File: config.mk
export PLATFORM = sky130hd
export DESIGN_NAME = distress_beacon_frame_builder_core
export DESIGN_NICKNAME = d
export VERILOG_FILES = /design/src/rtl/core/dbfb_pkg.sv /design/src/rtl/core/dbfb_regs.sv /design/src/rtl/core/dbfb_front.sv /design/src/rtl/core/dbfb_queue.sv /design/src/rtl/core/dbfb_back.sv /design/src/rtl/core/distress_beacon_frame_builder_core.sv
export SDC_FILE = /design/constraint.sdc
export NUM_CORES = 1
export LEC_CHECK = 0
export BUFFER_PORTS_ARGS = -buffer_cell sky130_fd_sc_hd__buf_2
export CORE_MARGIN = 2
export CORE_UTILIZATION = 58
export DETAILED_ROUTE_END_ITERATION = 12
export PLACE_DENSITY = 0.78
export SLEW_MARGIN = 20
export SYNTH_ARGS = -nofsm -noshare
export SYNTH_HDL_FRONTEND = slang
export SYNTH_SLANG_ARGS = --single-unit
File: constraint.sdc
create_clock -name clk -period 11.12 [get_ports clk]
set_clock_uncertainty 0.05 [all_clocks]
set_input_delay 1.112 -clock clk [delete_from_list [all_inputs] [get_ports clk]]
set_output_delay 1.112 -clock clk [all_outputs]
set_load 0.05 [all_outputs]
File: src/rtl/core/dbfb_pkg.sv
package dbfb_pkg;

  localparam int BCH1_LEN     = 22;
  localparam int BCH2_LEN     = 13;
  localparam int D1_LEN       = 61;
  localparam int D2_LEN       = 26;
  localparam int BCH1_STEPS   = D1_LEN + BCH1_LEN - 1;
  localparam int BCH2_STEPS   = D2_LEN + BCH2_LEN - 1;
  localparam int STEP_W       = $clog2(BCH1_STEPS);
  localparam int PREAMBLE_LEN = 15;
  localparam int SYNC_LEN     = 9;
  localparam int FRAME_BITS   = 144;
  localparam int FRAME_BYTES  = FRAME_BITS / 8;
  localparam int IDX_W        = 5;
  localparam int ADDR_W       = 5;
  localparam int DATA_W       = 32;
  localparam int QUEUE_DEPTH  = 2;

  localparam logic [SYNC_LEN-1:0] SYNC_NORMAL = 9'b000101111;
  localparam logic [SYNC_LEN-1:0] SYNC_TEST   = 9'b011010000;

  localparam logic [1:0] PROTO_USER = 2'd0;
  localparam logic [1:0] PROTO_STD  = 2'd1;

  localparam logic [1:0] KIND_EPIRB = 2'd0;
  localparam logic [1:0] KIND_PLB   = 2'd1;

  localparam logic [2:0] USER_EPIRB = 3'b010;
  localparam logic [2:0] USER_PLB   = 3'b011;
  localparam logic [2:0] USER_ELT   = 3'b001;
  localparam logic [2:0] USER_PLB_SERIAL = 3'b110;
  localparam logic [3:0] STD_EPIRB  = 4'b0010;
  localparam logic [3:0] STD_PLB    = 4'b0111;
  localparam logic [3:0] STD_ELT    = 4'b0011;
  localparam logic [3:0] NAT_EPIRB  = 4'b1010;
  localparam logic [3:0] NAT_PLB    = 4'b1011;
  localparam logic [3:0] NAT_ELT    = 4'b1000;
  localparam logic [3:0] FIELD2_HEAD = 4'b1101;

  localparam logic [1:0]          PROTO_RESET     = PROTO_STD;
  localparam logic [BCH1_LEN-1:0] BCH1_POLY_RESET = 22'd2546147;
  localparam logic [BCH2_LEN-1:0] BCH2_POLY_RESET = 13'd5433;

  typedef enum logic [2:0] {
    REG_PROTOCOL_MODE,
    REG_BEACON_KIND,
    REG_COUNTRY_CODE,
    REG_TEST_FRAME,
    REG_INTERNAL_NAV,
    REG_HOMING_121,
    REG_BCH1_POLY,
    REG_BCH2_POLY
  } reg_idx_t;

  typedef struct packed {
    logic [1:0]          protocol_mode;
    logic [1:0]          beacon_kind;
    logic [9:0]          country_code;
    logic                test_frame;
    logic                internal_nav;
    logic                homing_121;
    logic [BCH1_LEN-1:0] bch1_poly;
    logic [BCH2_LEN-1:0] bch2_poly;
  } cfg_t;

  typedef struct packed {
    logic [SYNC_LEN-1:0] sync;
    logic [D1_LEN-1:0]   field1;
    logic [D2_LEN-1:0]   field2;
  } entry_t;

  // quotient in [6:4], remainder in [3:0]
  function automatic logic [6:0] div15(input logic [5:0] m);
    logic [2:0] q;
    logic [5:0] r;
    begin
      if (m >= 6'd60) begin
        q = 3'd4;
        r = m - 6'd60;
      end else if (m >= 6'd45) begin
        q = 3'd3;
        r = m - 6'd45;
      end else if (m >= 6'd30) begin
        q = 3'd2;
        r = m - 6'd30;
      end else if (m >= 6'd15) begin
        q = 3'd1;
        r = m - 6'd15;
      end else begin
        q = 3'd0;
        r = m;
      end
      div15 = {q, r[3:0]};
    end
  endfunction

  function automatic logic [BCH1_LEN-1:0] bch1_step(input logic [BCH1_LEN-1:0] r,
                                                    input logic [BCH1_LEN-1:0] poly,
                                                    input logic                din);
    logic [BCH1_LEN-1:0] t;
    begin
      t = r[BCH1_LEN-1] ? (r ^ poly) : r;
      bch1_step = {t[BCH1_LEN-2:0], din};
    end
  endfunction

  function automatic logic [BCH1_LEN-2:0] bch1_rem(input logic [BCH1_LEN-1:0] r,
                                                   input logic [BCH1_LEN-1:0] poly);
    logic [BCH1_LEN-1:0] t;
    begin
      t = r[BCH1_LEN-1] ? (r ^ poly) : r;
      bch1_rem = t[BCH1_LEN-2:0];
    end
  endfunction

  function automatic logic [BCH2_LEN-1:0] bch2_step(input logic [BCH2_LEN-1:0] r,
                                                    input logic [BCH2_LEN-1:0] poly,
                                                    input logic                din);
    logic [BCH2_LEN-1:0] t;
    begin
      t = r[BCH2_LEN-1] ? (r ^ poly) : r;
      bch2_step = {t[BCH2_LEN-2:0], din};
    end
  endfunction

  function automatic logic [BCH2_LEN-2:0] bch2_rem(input logic [BCH2_LEN-1:0] r,
                                                   input logic [BCH2_LEN-1:0] poly);
    logic [BCH2_LEN-1:0] t;
    begin
      t = r[BCH2_LEN-1] ? (r ^ poly) : r;
      bch2_rem = t[BCH2_LEN-2:0];
    end
  endfunction

endpackage

File: src/rtl/core/dbfb_regs.sv
module dbfb_regs (
  input  logic                        clk,
  input  logic                        rst,
  input  logic                        psel,
  input  logic                        penable,
  input  logic                        pwrite,
  input  logic [dbfb_pkg::ADDR_W-1:0] paddr,
  input  logic [dbfb_pkg::DATA_W-1:0] pwdata,
  output logic [dbfb_pkg::DATA_W-1:0] prdata,
  output logic                        pready,
  output dbfb_pkg::cfg_t              cfg
);

  dbfb_pkg::reg_idx_t idx;
  logic               wr;

  assign pready = 1'b1;
  assign idx    = dbfb_pkg::reg_idx_t'(paddr[dbfb_pkg::ADDR_W-1:2]);
  assign wr     = psel && penable && pwrite && pready;

  always_ff @(posedge clk) begin
    if (rst) begin
      cfg.protocol_mode <= dbfb_pkg::PROTO_RESET;
      cfg.beacon_kind   <= dbfb_pkg::KIND_EPIRB;
      cfg.country_code  <= '0;
      cfg.test_frame    <= 1'b0;
      cfg.internal_nav  <= 1'b0;
      cfg.homing_121    <= 1'b0;
      cfg.bch1_poly     <= dbfb_pkg::BCH1_POLY_RESET;
      cfg.bch2_poly     <= dbfb_pkg::BCH2_POLY_RESET;
    end else if (wr) begin
      unique case (idx)
        dbfb_pkg::REG_PROTOCOL_MODE: cfg.protocol_mode <= pwdata[1:0];
        dbfb_pkg::REG_BEACON_KIND:   cfg.beacon_kind   <= pwdata[1:0];
        dbfb_pkg::REG_COUNTRY_CODE:  cfg.country_code  <= pwdata[9:0];
        dbfb_pkg::REG_TEST_FRAME:    cfg.test_frame    <= pwdata[0];
        dbfb_pkg::REG_INTERNAL_NAV:  cfg.internal_nav  <= pwdata[0];
        dbfb_pkg::REG_HOMING_121:    cfg.homing_121    <= pwdata[0];
        dbfb_pkg::REG_BCH1_POLY:     cfg.bch1_poly     <= pwdata[dbfb_pkg::BCH1_LEN-1:0];
        dbfb_pkg::REG_BCH2_POLY:     cfg.bch2_poly     <= pwdata[dbfb_pkg::BCH2_LEN-1:0];
      endcase
    end
  end

  always_comb begin
    unique case (idx)
      dbfb_pkg::REG_PROTOCOL_MODE: prdata = dbfb_pkg::DATA_W'(cfg.protocol_mode);
      dbfb_pkg::REG_BEACON_KIND:   prdata = dbfb_pkg::DATA_W'(cfg.beacon_kind);
      dbfb_pkg::REG_COUNTRY_CODE:  prdata = dbfb_pkg::DATA_W'(cfg.country_code);
      dbfb_pkg::REG_TEST_FRAME:    prdata = dbfb_pkg::DATA_W'(cfg.test_frame);
      dbfb_pkg::REG_INTERNAL_NAV:  prdata = dbfb_pkg::DATA_W'(cfg.internal_nav);
      dbfb_pkg::REG_HOMING_121:    prdata = dbfb_pkg::DATA_W'(cfg.homing_121);
      dbfb_pkg::REG_BCH1_POLY:     prdata = dbfb_pkg::DATA_W'(cfg.bch1_poly);
      dbfb_pkg::REG_BCH2_POLY:     prdata = dbfb_pkg::DATA_W'(cfg.bch2_poly);
    endcase
  end

endmodule

File: src/rtl/core/dbfb_front.sv
module dbfb_front (
  input  logic             push,
  output logic             full,
  input  logic             south,
  input  logic             west,
  input  logic [6:0]       lat_deg,
  input  logic [5:0]       lat_min,
  input  logic [5:0]       lat_sec,
  input  logic [7:0]       lon_deg,
  input  logic [5:0]       lon_min,
  input  logic [5:0]       lon_sec,
  input  dbfb_pkg::cfg_t   cfg,
  input  logic             q_full,
  output logic             q_wr,
  output dbfb_pkg::entry_t q_data
);

  logic       user;
  logic       stdl;
  logic [2:0] t3;
  logic [3:0] t4;
  logic [6:0] lat_qr;
  logic [6:0] lon_qr;
  logic [8:0] lat_c;
  logic [9:0] lon_c;

  assign full = q_full;
  assign q_wr = push && !q_full;

  assign user   = (cfg.protocol_mode == dbfb_pkg::PROTO_USER);
  assign stdl   = (cfg.protocol_mode == dbfb_pkg::PROTO_STD);
  assign lat_qr = dbfb_pkg::div15(lat_min);
  assign lon_qr = dbfb_pkg::div15(lon_min);
  assign lat_c  = {lat_deg, 2'b00} + 9'(lat_qr[6:4]);
  assign lon_c  = {lon_deg, 2'b00} + 10'(lon_qr[6:4]);

  always_comb begin
    unique case (cfg.beacon_kind)
      dbfb_pkg::KIND_EPIRB: begin
        t3 = dbfb_pkg::USER_EPIRB;
        t4 = stdl ? dbfb_pkg::STD_EPIRB : dbfb_pkg::NAT_EPIRB;
      end
      dbfb_pkg::KIND_PLB: begin
        t3 = dbfb_pkg::USER_PLB;
        t4 = stdl ? dbfb_pkg::STD_PLB : dbfb_pkg::NAT_PLB;
      end
      default: begin
        t3 = dbfb_pkg::USER_ELT;
        t4 = stdl ? dbfb_pkg::STD_ELT : dbfb_pkg::NAT_ELT;
      end
    endcase
  end

  always_comb begin
    q_data.sync = cfg.test_frame ? dbfb_pkg::SYNC_TEST : dbfb_pkg::SYNC_NORMAL;
    priority if (user) begin
      q_data.field1 = {1'b1, 1'b1, cfg.country_code, t3,
                       (cfg.beacon_kind == dbfb_pkg::KIND_PLB) ?
                         dbfb_pkg::USER_PLB_SERIAL : 3'b000,
                       42'd0, cfg.homing_121};
      q_data.field2 = {cfg.internal_nav, south, lat_deg, lat_min[5:2],
                       west, lon_deg, lon_min[5:2]};
    end else if (stdl) begin
      q_data.field1 = {1'b1, 1'b0, cfg.country_code, t4, 24'd0,
                       south, lat_c, west, lon_c};
      q_data.field2 = {dbfb_pkg::FIELD2_HEAD, cfg.internal_nav, cfg.homing_121, 1'b1,
                       {1'b0, lat_qr[3:0]}, lat_sec[5:2], 1'b1,
                       {1'b0, lon_qr[3:0]}, lon_sec[5:2]};
    end else begin
      q_data.field1 = {1'b1, 1'b0, cfg.country_code, t4, 18'd0,
                       south, lat_deg, lat_min[5:1], west, lon_deg, lon_min[5:1]};
      q_data.field2 = {dbfb_pkg::FIELD2_HEAD, cfg.internal_nav, cfg.homing_121, 1'b1,
                       {1'b0, lat_min[0]}, lat_sec[5:2], 1'b1,
                       {1'b0, lon_min[0]}, lon_sec[5:2], 6'd0};
    end
  end

endmodule

File: src/rtl/core/dbfb_queue.sv
module dbfb_queue (
  input  logic             clk,
  input  logic             rst,
  input  logic             wr,
  input  dbfb_pkg::entry_t wr_data,
  output logic             full,
  input  logic             rd,
  output dbfb_pkg::entry_t rd_data,
  output logic             empty
);

  localparam int PTR_W = $clog2(dbfb_pkg::QUEUE_DEPTH);
  localparam int CNT_W = $clog2(dbfb_pkg::QUEUE_DEPTH + 1);

  dbfb_pkg::entry_t slots [dbfb_pkg::QUEUE_DEPTH];
  logic [PTR_W-1:0] wptr;
  logic [PTR_W-1:0] rptr;
  logic [CNT_W-1:0] count;
  logic             do_wr;
  logic             do_rd;

  assign full    = (count == CNT_W'(dbfb_pkg::QUEUE_DEPTH));
  assign empty   = (count == '0);
  assign do_wr   = wr && !full;
  assign do_rd   = rd && !empty;
  assign rd_data = slots[rptr];

  always_ff @(posedge clk) begin
    if (rst) begin
      wptr  <= '0;
      rptr  <= '0;
      count <= '0;
    end else begin
      if (do_wr) begin
        wptr <= (wptr == PTR_W'(dbfb_pkg::QUEUE_DEPTH - 1)) ? '0 : wptr + 1'b1;
      end
      if (do_rd) begin
        rptr <= (rptr == PTR_W'(dbfb_pkg::QUEUE_DEPTH - 1)) ? '0 : rptr + 1'b1;
      end
      if (do_wr && !do_rd) begin
        count <= count + 1'b1;
      end else if (do_rd && !do_wr) begin
        count <= count - 1'b1;
      end
    end
  end

  always_ff @(posedge clk) begin
    if (do_wr) begin
      slots[wptr] <= wr_data;
    end
  end

endmodule

File: src/rtl/core/dbfb_back.sv
module dbfb_back (
  input  logic                       clk,
  input  logic                       rst,
  input  dbfb_pkg::cfg_t             cfg,
  input  logic                       q_empty,
  input  dbfb_pkg::entry_t           q_data,
  output logic                       q_rd,
  input  logic                       pop,
  output logic                       empty,
  output logic [7:0]                 frame_byte,
  output logic [dbfb_pkg::IDX_W-1:0] byte_pos,
  output logic                       last_byte
);

  typedef enum logic [1:0] {
    IDLE,
    CALC,
    FIN,
    EMIT
  } state_t;

  state_t                            state;
  logic [dbfb_pkg::STEP_W-1:0]       cnt;
  logic [dbfb_pkg::SYNC_LEN-1:0]     sync;
  logic [dbfb_pkg::D1_LEN-1:0]       field1;
  logic [dbfb_pkg::D2_LEN-1:0]       field2;
  logic [dbfb_pkg::D1_LEN-1:0]       sh1;
  logic [dbfb_pkg::D2_LEN-1:0]       sh2;
  logic [dbfb_pkg::BCH1_LEN-1:0]     r1;
  logic [dbfb_pkg::BCH2_LEN-1:0]     r2;
  logic [dbfb_pkg::FRAME_BITS-1:0]   frame;
  logic [dbfb_pkg::IDX_W-1:0]        idx;

  assign q_rd       = (state == IDLE) && !q_empty;
  assign empty      = (state != EMIT);
  assign frame_byte = frame[dbfb_pkg::FRAME_BITS-1 -: 8];
  assign byte_pos   = idx;
  assign last_byte  = (idx == dbfb_pkg::IDX_W'(dbfb_pkg::FRAME_BYTES - 1));

  always_ff @(posedge clk) begin
    if (rst) begin
      state <= IDLE;
      cnt   <= '0;
      idx   <= '0;
    end else begin
      unique case (state)
        IDLE: begin
          if (!q_empty) begin
            sync   <= q_data.sync;
            field1 <= q_data.field1;
            field2 <= q_data.field2;
            sh1    <= q_data.field1;
            sh2    <= q_data.field2;
            r1     <= '0;
            r2     <= '0;
            cnt    <= '0;
            state  <= CALC;
          end
        end
        CALC: begin
          // both remainders shift in parallel, the short one stops early
          sh1 <= {sh1[dbfb_pkg::D1_LEN-2:0], 1'b0};
          r1  <= dbfb_pkg::bch1_step(r1, cfg.bch1_poly, sh1[dbfb_pkg::D1_LEN-1]);
          if (cnt < dbfb_pkg::STEP_W'(dbfb_pkg::BCH2_STEPS)) begin
            sh2 <= {sh2[dbfb_pkg::D2_LEN-2:0], 1'b0};
            r2  <= dbfb_pkg::bch2_step(r2, cfg.bch2_poly, sh2[dbfb_pkg::D2_LEN-1]);
          end
          if (cnt == dbfb_pkg::STEP_W'(dbfb_pkg::BCH1_STEPS - 1)) begin
            state <= FIN;
          end else begin
            cnt <= cnt + 1'b1;
          end
        end
        FIN: begin
          frame <= {{dbfb_pkg::PREAMBLE_LEN{1'b1}}, sync, field1,
                    dbfb_pkg::bch1_rem(r1, cfg.bch1_poly), field2,
                    dbfb_pkg::bch2_rem(r2, cfg.bch2_poly)};
          idx   <= '0;
          state <= EMIT;
        end
        EMIT: begin
          if (pop) begin
            if (last_byte) begin
              state <= IDLE;
            end else begin
              frame <= {frame[dbfb_pkg::FRAME_BITS-9:0], 8'd0};
              idx   <= idx + 1'b1;
            end
          end
        end
        default: state <= IDLE;
      endcase
    end
  end

endmodule

File: src/rtl/core/distress_beacon_frame_builder_core.sv
// channel   direction  handshake         payload
// location  in         push / full       south west lat_deg lat_min lat_sec lon_deg lon_min lon_sec
// frame     out        pop / empty       frame_byte byte_pos last_byte
// config    in         apb psel/penable  paddr pwdata prdata, pready always high
//
// a location runs through the back end in order: a load from the queue, the
// serial remainder loop (the 21-bit and 12-bit remainders run side by side),
// frame assembly, then 18 bytes, one per cycle while pop is high
// a two-entry queue sits between front and back, so push is taken while bytes drain
// a stalled pop holds the current byte; rst is synchronous and clears all control
module distress_beacon_frame_builder_core (
  input  logic                        clk,
  input  logic                        rst,
  input  logic                        push,
  output logic                        full,
  input  logic                        south,
  input  logic                        west,
  input  logic [6:0]                  lat_deg,
  input  logic [5:0]                  lat_min,
  input  logic [5:0]                  lat_sec,
  input  logic [7:0]                  lon_deg,
  input  logic [5:0]                  lon_min,
  input  logic [5:0]                  lon_sec,
  input  logic                        pop,
  output logic                        empty,
  output logic [7:0]                  frame_byte,
  output logic [dbfb_pkg::IDX_W-1:0]  byte_pos,
  output logic                        last_byte,
  input  logic                        psel,
  input  logic                        penable,
  input  logic                        pwrite,
  input  logic [dbfb_pkg::ADDR_W-1:0] paddr,
  input  logic [dbfb_pkg::DATA_W-1:0] pwdata,
  output logic [dbfb_pkg::DATA_W-1:0] prdata,
  output logic                        pready
);

  dbfb_pkg::cfg_t   cfg;
  dbfb_pkg::entry_t wr_data;
  dbfb_pkg::entry_t rd_data;
  logic             q_wr;
  logic             q_full;
  logic             q_rd;
  logic             q_empty;

  dbfb_regs u_regs (
    .clk     (clk),
    .rst     (rst),
    .psel    (psel),
    .penable (penable),
    .pwrite  (pwrite),
    .paddr   (paddr),
    .pwdata  (pwdata),
    .prdata  (prdata),
    .pready  (pready),
    .cfg     (cfg)
  );

  dbfb_front u_front (
    .push    (push),
    .full    (full),
    .south   (south),
    .west    (west),
    .lat_deg (lat_deg),
    .lat_min (lat_min),
    .lat_sec (lat_sec),
    .lon_deg (lon_deg),
    .lon_min (lon_min),
    .lon_sec (lon_sec),
    .cfg     (cfg),
    .q_full  (q_full),
    .q_wr    (q_wr),
    .q_data  (wr_data)
  );

  dbfb_queue u_queue (
    .clk     (clk),
    .rst     (rst),
    .wr      (q_wr),
    .wr_data (wr_data),
    .full    (q_full),
    .rd      (q_rd),
    .rd_data (rd_data),
    .empty   (q_empty)
  );

  dbfb_back u_back (
    .clk        (clk),
    .rst        (rst),
    .cfg        (cfg),
    .q_empty    (q_empty),
    .q_data     (rd_data),
    .q_rd       (q_rd),
    .pop        (pop),
    .empty      (empty),
    .frame_byte (frame_byte),
    .byte_pos   (byte_pos),
    .last_byte  (last_byte)
  );

endmodule

## Word-level counts from Yosys, hierarchy flattened

Memories as Yosys holds them, arrays and structs flattened. A register that Yosys moved wholly into a read port is not among the register bits.
Cells that the tools add are included.

- Memories kept: 1
- Word-level logic and storage cells: 170
- Flip-flop bits (word level): 432
- Output and inout bits: 49
- RAM bits: 188
- Bits of input ports: 85

- Mux-type cells: 60
- Bitwise operators: 4
- Reductions and logical operators: 35
- $add $sub $neg: 16
- Order comparisons: 9
- Equality and inequality tests: 23

Memories:

| memory | depth | width | read ports | clocked after memory_dff | wr ports | line | source |
|---|---|---|---|---|---|---|---|
| u_queue.slots | 2 | 94 | 1 | 1 | 1 | dbfb_queue.sv:15 | `dbfb_pkg::entry_t slots [dbfb_pkg::QUEUE_DEPTH];` |

Operators by type and width:

| operator | count |
|---|---|
| 144-bit two-way mux | 2 |
| 144-bit case mux with 2 select lines | 1 |
| 32-bit case mux with 8 select lines | 1 |
| 61-bit case mux with 2 select lines | 1 |
| 86-bit two-way mux | 1 |
| 61-bit two-way mux | 1 |
| 53-bit two-way mux | 1 |
| 26-bit two-way mux | 2 |
| 26-bit case mux with 2 select lines | 1 |
| 4-bit two-way mux | 11 |
| 22-bit case mux with 2 select lines | 1 |
| 4-bit subtractor, second input constant | 8 |
| 13-bit two-way mux | 2 |
| 13-bit case mux with 2 select lines | 1 |
| 6-bit >= comparator, second input constant | 4 |
| 22-bit two-way mux | 1 |
| 21-bit two-way mux | 1 |
| 3-bit two-way mux | 7 |
| 21-bit XOR | 1 |
| 2-bit AND reduction | 8 |
| 7-bit two-way mux | 2 |
| 7-bit case mux with 2 select lines | 1 |
| 3-bit equality test, second input constant | 4 |
| 6-bit by 4-bit >= comparator with 1-bit output, second input constant | 2 |
| 35 further kinds | 82 |

## Logic depth before layout (Yosys ltp)

Gate-level depths: netlist of the first run.

- Word-level depth: 8
- Mapped depth: 11
- Depth with buffers taken out: 11

## Modules after synthesis

Synthesis of the first run repeated with hierarchy kept, for this count alone.

- Cells, all modules: 1765
- Area, all modules: 27054.7 um^2

By module, submodules not included:

| module | times used | seq. area each (um^2) | area an instance (um^2) | cells an instance |
|---|---|---|---|---|
| dbfb_back | 1 | 11150.7 | 15051.9 | 844 |
| dbfb_queue | 1 | 5865.6 | 7307.0 | 324 |
| dbfb_regs | 1 | 1041.0 | 2727.6 | 297 |
| dbfb_front | 1 | 0.0 | 1968.1 | 300 |

## Least setup slack after synthesis of the first run

No wires, ideal clock.

- Path type: reg-to-reg
- From: reg u_back.idx, in the netlist u_back.byte_pos[1]
- To: reg u_back.frame[0] (netlist name), enable pin
- Data arrival time: 7.515 ns
- Stages on the path, launching flop included: 6
- Path slack: 2.906 ns
- Clock period less this slack: 8.214 ns
- Required time: 10.421 ns
- Cell sequence: dfxtp_1 inv_1 ha_1 and4bb_2 o21a_1 nor2_1

- Longest elaborated chain between the ends: 3

RTL lines:

| item | line | source |
|---|---|---|
| start: declaration | dbfb_back.sv:32 | `logic [dbfb_pkg::IDX_W-1:0] idx;` |
| start signal: assignment | dbfb_back.sv:87 | `idx <= idx + 1'b1;` |
| 5-bit equality test | dbfb_back.sv:38 | `assign last_byte = (idx == dbfb_pkg::IDX_W'(dbfb_pkg::FRAME_BYTES - 1));` |
| named net last_byte | distress_beacon_frame_builder_core.sv:28 | `output logic last_byte,` |
| 2-bit != test (no source line) | n/a |  |
| 4-bit AND reduction (no source line) | n/a |  |
| end signal: assignment | dbfb_back.sv:75 | `frame <= {{dbfb_pkg::PREAMBLE_LEN{1'b1}}, sync, field1,` |
| end signal: assignment | dbfb_back.sv:86 | `frame <= {frame[dbfb_pkg::FRAME_BITS-9:0], 8'd0};` |
| end: declaration | dbfb_back.sv:31 | `logic [dbfb_pkg::FRAME_BITS-1:0] frame;` |

The timed path passes the listed nets, and every way through them passes these cells.
A chain may end at the register's enable or synchronous reset.

## Final worst setup path of the first run

- From: in paddr[2] (netlist name)
- To: out prdata[6] (netlist name)

- Longest elaborated chain between the ends: 2

RTL lines:

| item | line | source |
|---|---|---|
| start: declaration | distress_beacon_frame_builder_core.sv:32 | `input logic [dbfb_pkg::ADDR_W-1:0] paddr,` |
| 3-bit equality test (tied with other cells) | dbfb_regs.sv:46 | `unique case (idx)` |
| 32-bit case mux with 8 select lines * | dbfb_regs.sv:46 |  |
| end: declaration | distress_beacon_frame_builder_core.sv:34 | `output logic [dbfb_pkg::DATA_W-1:0] prdata,` |

Mark *: on every way between the ends. The rest lies on a longest branch, timed or not. The select of a mux whose other input is x is not followed.

==> impl_metrics.toml, run 1 <==
[drt]
drc = 0
wl_per_cell_um = 19.9
drt-pass1-iter-count = 5
wl_um = 45200
routed-via-count = 12865
drt_iter0_drc = 1089
detail-route-antenna-nets = 0
vias_per_cell = 5.67

[synth]
yosysSeqAreaShare_pct = 67.6
synth_mux_area_share_pct = 13.3
synth_cell_type_count = 61
synth_top_family_by_area = "multiplexers"
synthArstFlopShare_pct = 0
synth-adder-area-share_pct = 1.55
synth-compound-area-share_pct = 3.68
synth_xor_area_share_pct = 2.28
synth_seq_cells = 550
synth-edff-count = 479
synth_area_sq_um = 23400
synth_cells = 1609
ys.flop_type = "edfxtp_1"
ys_warn_count = 0
synth_area_per_cell_sq_um = 14.5
synthSimpleGateAreaFrac_pct = 9.33

[setup_path]
start_kind = "input pin"
cp.required_ns = 9.96
cp_common_cell = "buf_2"
regToRegEndpoint = "u_back.frame[141]"
path_delay_family = "simple AND/OR/NAND/NOR gates"
critPathSlowestCell = "nor2_1"
r2r_setup_slack_ns = 7.49
cp_max_fo = 24
path_class = "input pin to output pin"
end_kind = "output pin"
r2r_start = "u_back.state[0]"
max_stage_delay_ns = 0.55
crit_buf_inv = 2
rr_worst_depth = 6
arrival_ns = 2.71
worstPathCellList = "buf_2 -> nor2_1 -> a22oi_1 -> nor2b_1 -> buf_2"

[layout]
final_area_sq_um = 26200
layout.nets = 1812
seqCellArea_sq_um = 15800
fin_util_pct = 65.9
drive_gt1_share_pct = 26.9
stdcell_count = 2267
areaGrowthSynthToFinish_pct = 12.0
fillers = 2761
n_antenna_cell = 0
multi_input_area_sq_um = 7160

[floorplan]
coreArea_sq_um = 39700
die_w_um = 205
num_io_pins = 134
die_h_um = 205
num_rows = 73
initial_core_util_pct = 58.9
die_area_sq_um = 42000

[timing]
rsz0062_at_grt = "no"
timing.final.max_slew_violations = 0
hold_viol_final = 0
fin_setup_tns_ns = 0
period_minus_slack_ns = 3.87
tightest_slew_ns = 1.02
setup_viol = 0
hold_ws_ns = 0.422
fin_crit_sh_pct = 34.8
fmax_mhz = 258
max_slew_margin_pct = 31.8

[global_route]
grt_max_degree = 89
grt_pass1_vias = 12757
grt_usage_pct = 21.8
globalRouteOverflowTotal = 0
antenna_found_initial = 0
grt_first_pass_wirelength_um = 70500

[power_and_ir_drop]
ir_drop_v = 0.000150
internal_power_uw = 4510
seqPwrFrac_pct = 49.5
p_switching_uw = 1590
leakagePower_uw = 0.00922
clkPwrFrac_pct = 30.9
p_per_area_nw_per_um2 = 232
p_comb_share_pct = 19.6
p_sw_share_pct = 26.0

[placement]
io_buffers = 106
dp.cells = 2167
place_hpwl_um = 28800
place.gp.congestion = 0.887
place_area_sq_um = 24400

[clock_network]
numCtsBuffers = 54
clk_latency_ns = 0.59
clock_sinks = 550
clk_pin_slew_ns = 0.06
root_buffer = "clkbuf_16"
post-cts-setup-buffers = 0
cts_max_level = 2
clockBufferDepth = 3
cts_resized = 0
cts_tree = "done"
hold_buffers = 0

[hold_path]
min_path_cells = 2
hold_class = "flip-flop to flip-flop"
whs_endpoint = "u_regs.cfg[34]"
min_from = "u_regs.cfg[34]"

[status]
status = "complete, no violations"

[run]
maxCapViolations = 0
## sequential cells by signal, indices dropped and copies added, names as in the netlist, named ones only
signal,count
u_queue.count,2
u_queue.slots,142
u_queue.rptr,1
u_back.field1,43
u_back.cnt,7
u_back.field2,26
u_back.sh1,61
u_regs.cfg,52
u_back.state,2
u_back.sh2,26
u_back.sync,2
u_back.byte_pos,5
u_back.r2,13
u_queue.wptr,1
u_back.r1,22
u_back.frame,144
## worst max path at each step
| stage | endpoint | start | cells after the start | slack [ns] |
|---|---|---|---|---|
| final | prdata[6] | paddr[2] | 5 | 7.25 |
| after global routing | prdata[5] | paddr[2] | 5 | 7.09 |
| after CTS | u_back.frame[141] | u_back.state[0] | 6 | 7.20 |
| after detailed placement | u_back.frame[132] | u_back.state[0] | 6 | 7.20 |
| after global placement | prdata[5] | paddr[2] | 5 | 7.26 |
| after floorplan | u_back.frame[0] | u_back.byte_pos[1] | 5 | 2.91 |
## layout make-up
class                           count  share of cell area (%)
Sequential cell                   550                    60.3
Inverter                           23                   0.330
Clock inverter                     28                    1.44
Multi-Input combinational cell    947                    27.3
Timing Repair Buffer              122                    2.50
Tap cell                          525                    2.51
Clock buffer                       72                    5.57
## layer usage
metal,up-vias,part of all wire (%),track usage [%]
li1,6029,-,-
met1,6404,43,29.4
met2,357,50,36.8
met3,75,4.7,2.94
met4,0,2.4,7.22
met5,-,0,0
## power by group through the flow
| stage | logic [uW] | registers, uW | clock network (uW) |
|---|---|---|---|
| after global routing | 1300 | 3060 | 1980 |
| after floorplan | 893 | 3050 | 0 |
| final | 1190 | 3020 | 1880 |
| after global placement | 1160 | 3040 | 0 |
| after CTS | 1210 | 3020 | 1910 |
| after detailed placement | 1200 | 3060 | 0 |
## logic make-up (layout without fill, tap and decap cells)
| group | Yosys count | count (layout) |
|---|---|---|
| buffers and inverters | 121 | 245 |
| AO/OA/AOI/OAI | 129 | 129 |
| flip-flops | 550 | 550 |
| multiplexers | 277 | 277 |
| XOR/XNOR | 61 | 61 |
| AND/OR/NAND/NOR | 440 | 440 |
| adder cells (fa/ha/maj) | 29 | 29 |
| other | 2 | 11 |
## cells in the final DEF, fill, tap and decap left out, drive strengths merged, types with 4 or more instances in the layout
cell type / Yosys / final
a211oi: 6 / 6
a21o: 5 / 5
a21oi: 30 / 30
a22o: 8 / 8
a22oi: 12 / 12
a311oi: 4 / 4
and2: 79 / 79
and3: 6 / 6
buf: 42 / 122
bufinv: 0 / 9
clkbuf: 56 / 72
clkinv: 0 / 16
conb: 2 / 11
dfxtp: 71 / 71
edfxtp: 479 / 479
ha: 29 / 29
inv: 23 / 25
mux2: 244 / 244
mux2i: 31 / 31
nand2: 165 / 165
nand2b: 26 / 26
nand3: 9 / 9
nand3b: 21 / 21
nand4: 10 / 10
nor2: 75 / 75
nor2b: 20 / 20
nor3: 8 / 8
o211ai: 7 / 7
o21ai: 31 / 31
or3: 9 / 9
xnor2: 36 / 36
xor2: 25 / 25
## tightest hold or removal path, delay by kind of cell, from the launching register on
family           cells  cell delay (ns)
DFF                  1             0.33
and+or+nand+nor      2             0.12
## per-stage QoR
stage                     total power (uW)  setup WS, ns
final                                 6090          7.25
after global routing                  6340          7.09
after CTS                             6140          7.20
after detailed placement              4260          7.20
after global placement                4200          7.26
after floorplan                       3940          2.91
## cells in the mapped netlist (9+ instances only)
cell | count | area [sq um]
nand2_1 | 165 | 619
or3_1 | 9 | 56.3
ha_1 | 29 | 363
buf_2 | 12 | 60.1
edfxtp_1 | 479 | 14400
xnor2_1 | 36 | 315
o21ai_0 | 30 | 150
a22oi_1 | 12 | 90.1
xor2_1 | 25 | 219
dfxtp_1 | 71 | 1420
buf_4 | 19 | 143
nand2b_1 | 26 | 163
nor2b_1 | 20 | 125
inv_1 | 21 | 78.8
nand4_1 | 10 | 62.6
a21oi_1 | 30 | 150
nand3_1 | 9 | 45.0
mux2i_1 | 31 | 310
buf_1 | 11 | 41.3
clkbuf_1 | 56 | 210
mux2_2 | 244 | 2750
nand3b_1 | 21 | 158
and2_1 | 79 | 494
nor2_1 | 75 | 282
Note: power is estimated with default switching activity, not from simulation.
==> run 2: changes to the inputs <==
--- a/config.mk
+++ b/config.mk
@@ -7,7 +7,7 @@
 export LEC_CHECK = 0
 export BUFFER_PORTS_ARGS = -buffer_cell sky130_fd_sc_hd__buf_2
 export CORE_MARGIN = 2
-export CORE_UTILIZATION = 58
+export CORE_UTILIZATION = 55
 export DETAILED_ROUTE_END_ITERATION = 12
 export PLACE_DENSITY = 0.78
 export SLEW_MARGIN = 20
==> constraint.sdc (replaced) <==
create_clock -name clk -period 3.45 [get_ports clk]
set_clock_uncertainty 0.05 [all_clocks]
set_input_delay 0.345 -clock clk [delete_from_list [all_inputs] [get_ports clk]]
set_output_delay 0.345 -clock clk [all_outputs]
set_load 0.05 [all_outputs]
==> run 2 against run 1 <==
Against the previous run:
- count of clock-buffer cells in the layout decreased by 4
- register-to-register slack got worse by 6.6 ns
- hold slack got worse by 0.38 ns
- combinational power increased to 3.4 times the previous value
- cell count increased by 2.2%
- critical path depth decreased by 2
- flip-flop and latch count unchanged
- first-iteration DRC count decreased by 3.5%
- power increased to 3.2 times the previous value
- critical endpoint is now empty
- highest routed layer unchanged
==> impl_metrics.toml, run 2 (synthesized netlist as in run 1, its figures left out) <==
[layout]
largest_register = "u_back.frame"
final_cell_mix = "edfxtp_1 (479), mux2_2 (244), nand2_1 (165)"
areaGrowthSynthToFinish_pct = 13.4
fillers = 2836
final_common_cell = "edfxtp_1"
top_regs = "u_back.frame (144), u_queue.slots (142), u_back.sh1 (61)"
layout.nets = 1847
largest_reg_flops = 144
drive_gt1_share_pct = 27.3

[timing]
timing.final.max_slew_violations = 0
fin_crit_sh_pct = 75.1
rsz0062_at_grt = "no"
period_minus_slack_ns = 2.59
worst_slack_ns = 0.860
max_slew_margin_pct = 39.9
fmax_mhz = 386
setup_viol = 0
tightest_slew_ns = 0.898
hold_viol_final = 0
hold_ws_ns = 0.0464

[drt]
detail-route-antenna-nets = 0
wl_um = 46100
vias_per_cell = 5.67
wl_per_cell_um = 19.9
drc = 0
routed-via-count = 13143
drt-pass1-iter-count = 7
drt_iter0_drc = 1051

[setup_path]
worstPathCellList = "ha_4 -> inv_2 -> buf_2"
start_kind = "flip-flop"
r2r_setup_slack_ns = 0.89
path_class = "flip-flop to output pin"
r2r_start = "u_back.state[0]"
end_kind = "output pin"
regToRegEndpoint = "u_back.sh2[23]"
rr_worst_depth = 6
critPathSlowestCell = "inv_2"
max_stage_delay_ns = 0.54
cp_max_fo = 28
endpoint = "empty"
path_delay_family = "buffers and inverters"
startpoint = "u_back.state[0]"
cp.depth = 3
arrival_ns = 2.19
crit_buf_inv = 2
cp.required_ns = 3.05

[floorplan]
die_area_sq_um = 44200
num_io_pins = 134
die_h_um = 210
die_w_um = 210
initial_core_util_pct = 55.8
num_rows = 75
coreArea_sq_um = 41900

[power_and_ir_drop]
leakagePower_uw = 0.00934
p_per_area_nw_per_um2 = 732
ir_drop_v = 0.000473

[clock_network]
clk_latency_ns = 0.59
cts_tree = "done"
hold_buffers = 21
clk_pin_slew_ns = 0.06
clock_sinks = 550
clockBufferDepth = 3
numCtsBuffers = 53
root_buffer = "clkbuf_16"
post-cts-setup-buffers = 0
cts_max_level = 2
cts_resized = 0

[placement]
place_hpwl_um = 30400
io_buffers = 106
pre_cts_slack_ns = 0.886
place.gp.congestion = 0.901

[hold_path]
hold_class = "input pin to flip-flop"

[global_route]
grt_max_degree = 104
grt_pass1_vias = 13040
antenna_found_initial = 0
grt_usage_pct = 21.0
grt_first_pass_wirelength_um = 71900
globalRouteOverflowTotal = 0

[run]
maxCapViolations = 0

[status]
status = "complete, no violations"
## run 2: metrics by stage
stage / cell area, sq um / instances / TNS [ns] / power [uW] / util, %
CTS: 26500 / 2315 / 0 / 19600 / 63.2
floorplan: 23500 / 1618 / -72.64 / 12600 / -
global route: 26500 / 2315 / 0 / 20200 / 63.2
finish: 26500 / 2316 / 0 / 19400 / 63.2
global placement: 24600 / 2196 / 0 / 13700 / 58.7
detailed placement: 24600 / 2196 / 0 / 13900 / 58.7
## run 2: worst reg2reg max path: stages, from the launching register on
cell	delay (ns)
dfxtp_1	0.47
inv_1	0.11
ha_1	0.25
nor3b_1	0.20
or2_2	0.39
a211oi_4	0.21
buf_4	0.47
## run 2: metal layers
layer,GRT usage (%),share of wire (%),up-vias
met2,36.1,50,378
met4,8.17,3.5,0
met1,27.4,42,6543
met3,2.74,4.4,95
met5,0,0,-
li1,-,-,6127
## run 2: cell type report
type                       count  area [sq um]  area share, %
sequential                   550         15800           59.6
multi-input combinational    947          7170           27.0
clock buffer                  68          1380           5.21
timing repair buffer         158          1090           4.09
tap                          539           674           2.54
clock inverter                30           312           1.17
inverter                      23          86.3          0.325
antenna                        1          2.50        0.00943
## run 2: worst min path at each step
stage | startpoint | end | slack, ns | cells past startpoint
6_report | pwdata[0] | u_regs.cfg[35] | 0.05 | 3
5_1_grt | pwdata[0] | u_regs.cfg[0] | 0.04 | 3
3_5_place_dp | u_regs.cfg[12] | u_regs.cfg[12] | 0.41 | 2
3_3_place_gp | u_regs.cfg[34] | u_regs.cfg[34] | 0.39 | 2
4_1_cts | pwdata[0] | u_regs.cfg[35] | 0.005 | 3
2_1_floorplan | u_regs.cfg[34] | u_regs.cfg[34] | 0.38 | 2
## run 2: where the power goes
group | switching, uW | total [uW] | internal (uW)
clock | 2410 | 5700 | 3290
combinational | 2260 | 3990 | 1720
sequential | 464 | 9740 | 9280
total | 5140 | 19400 | 14300
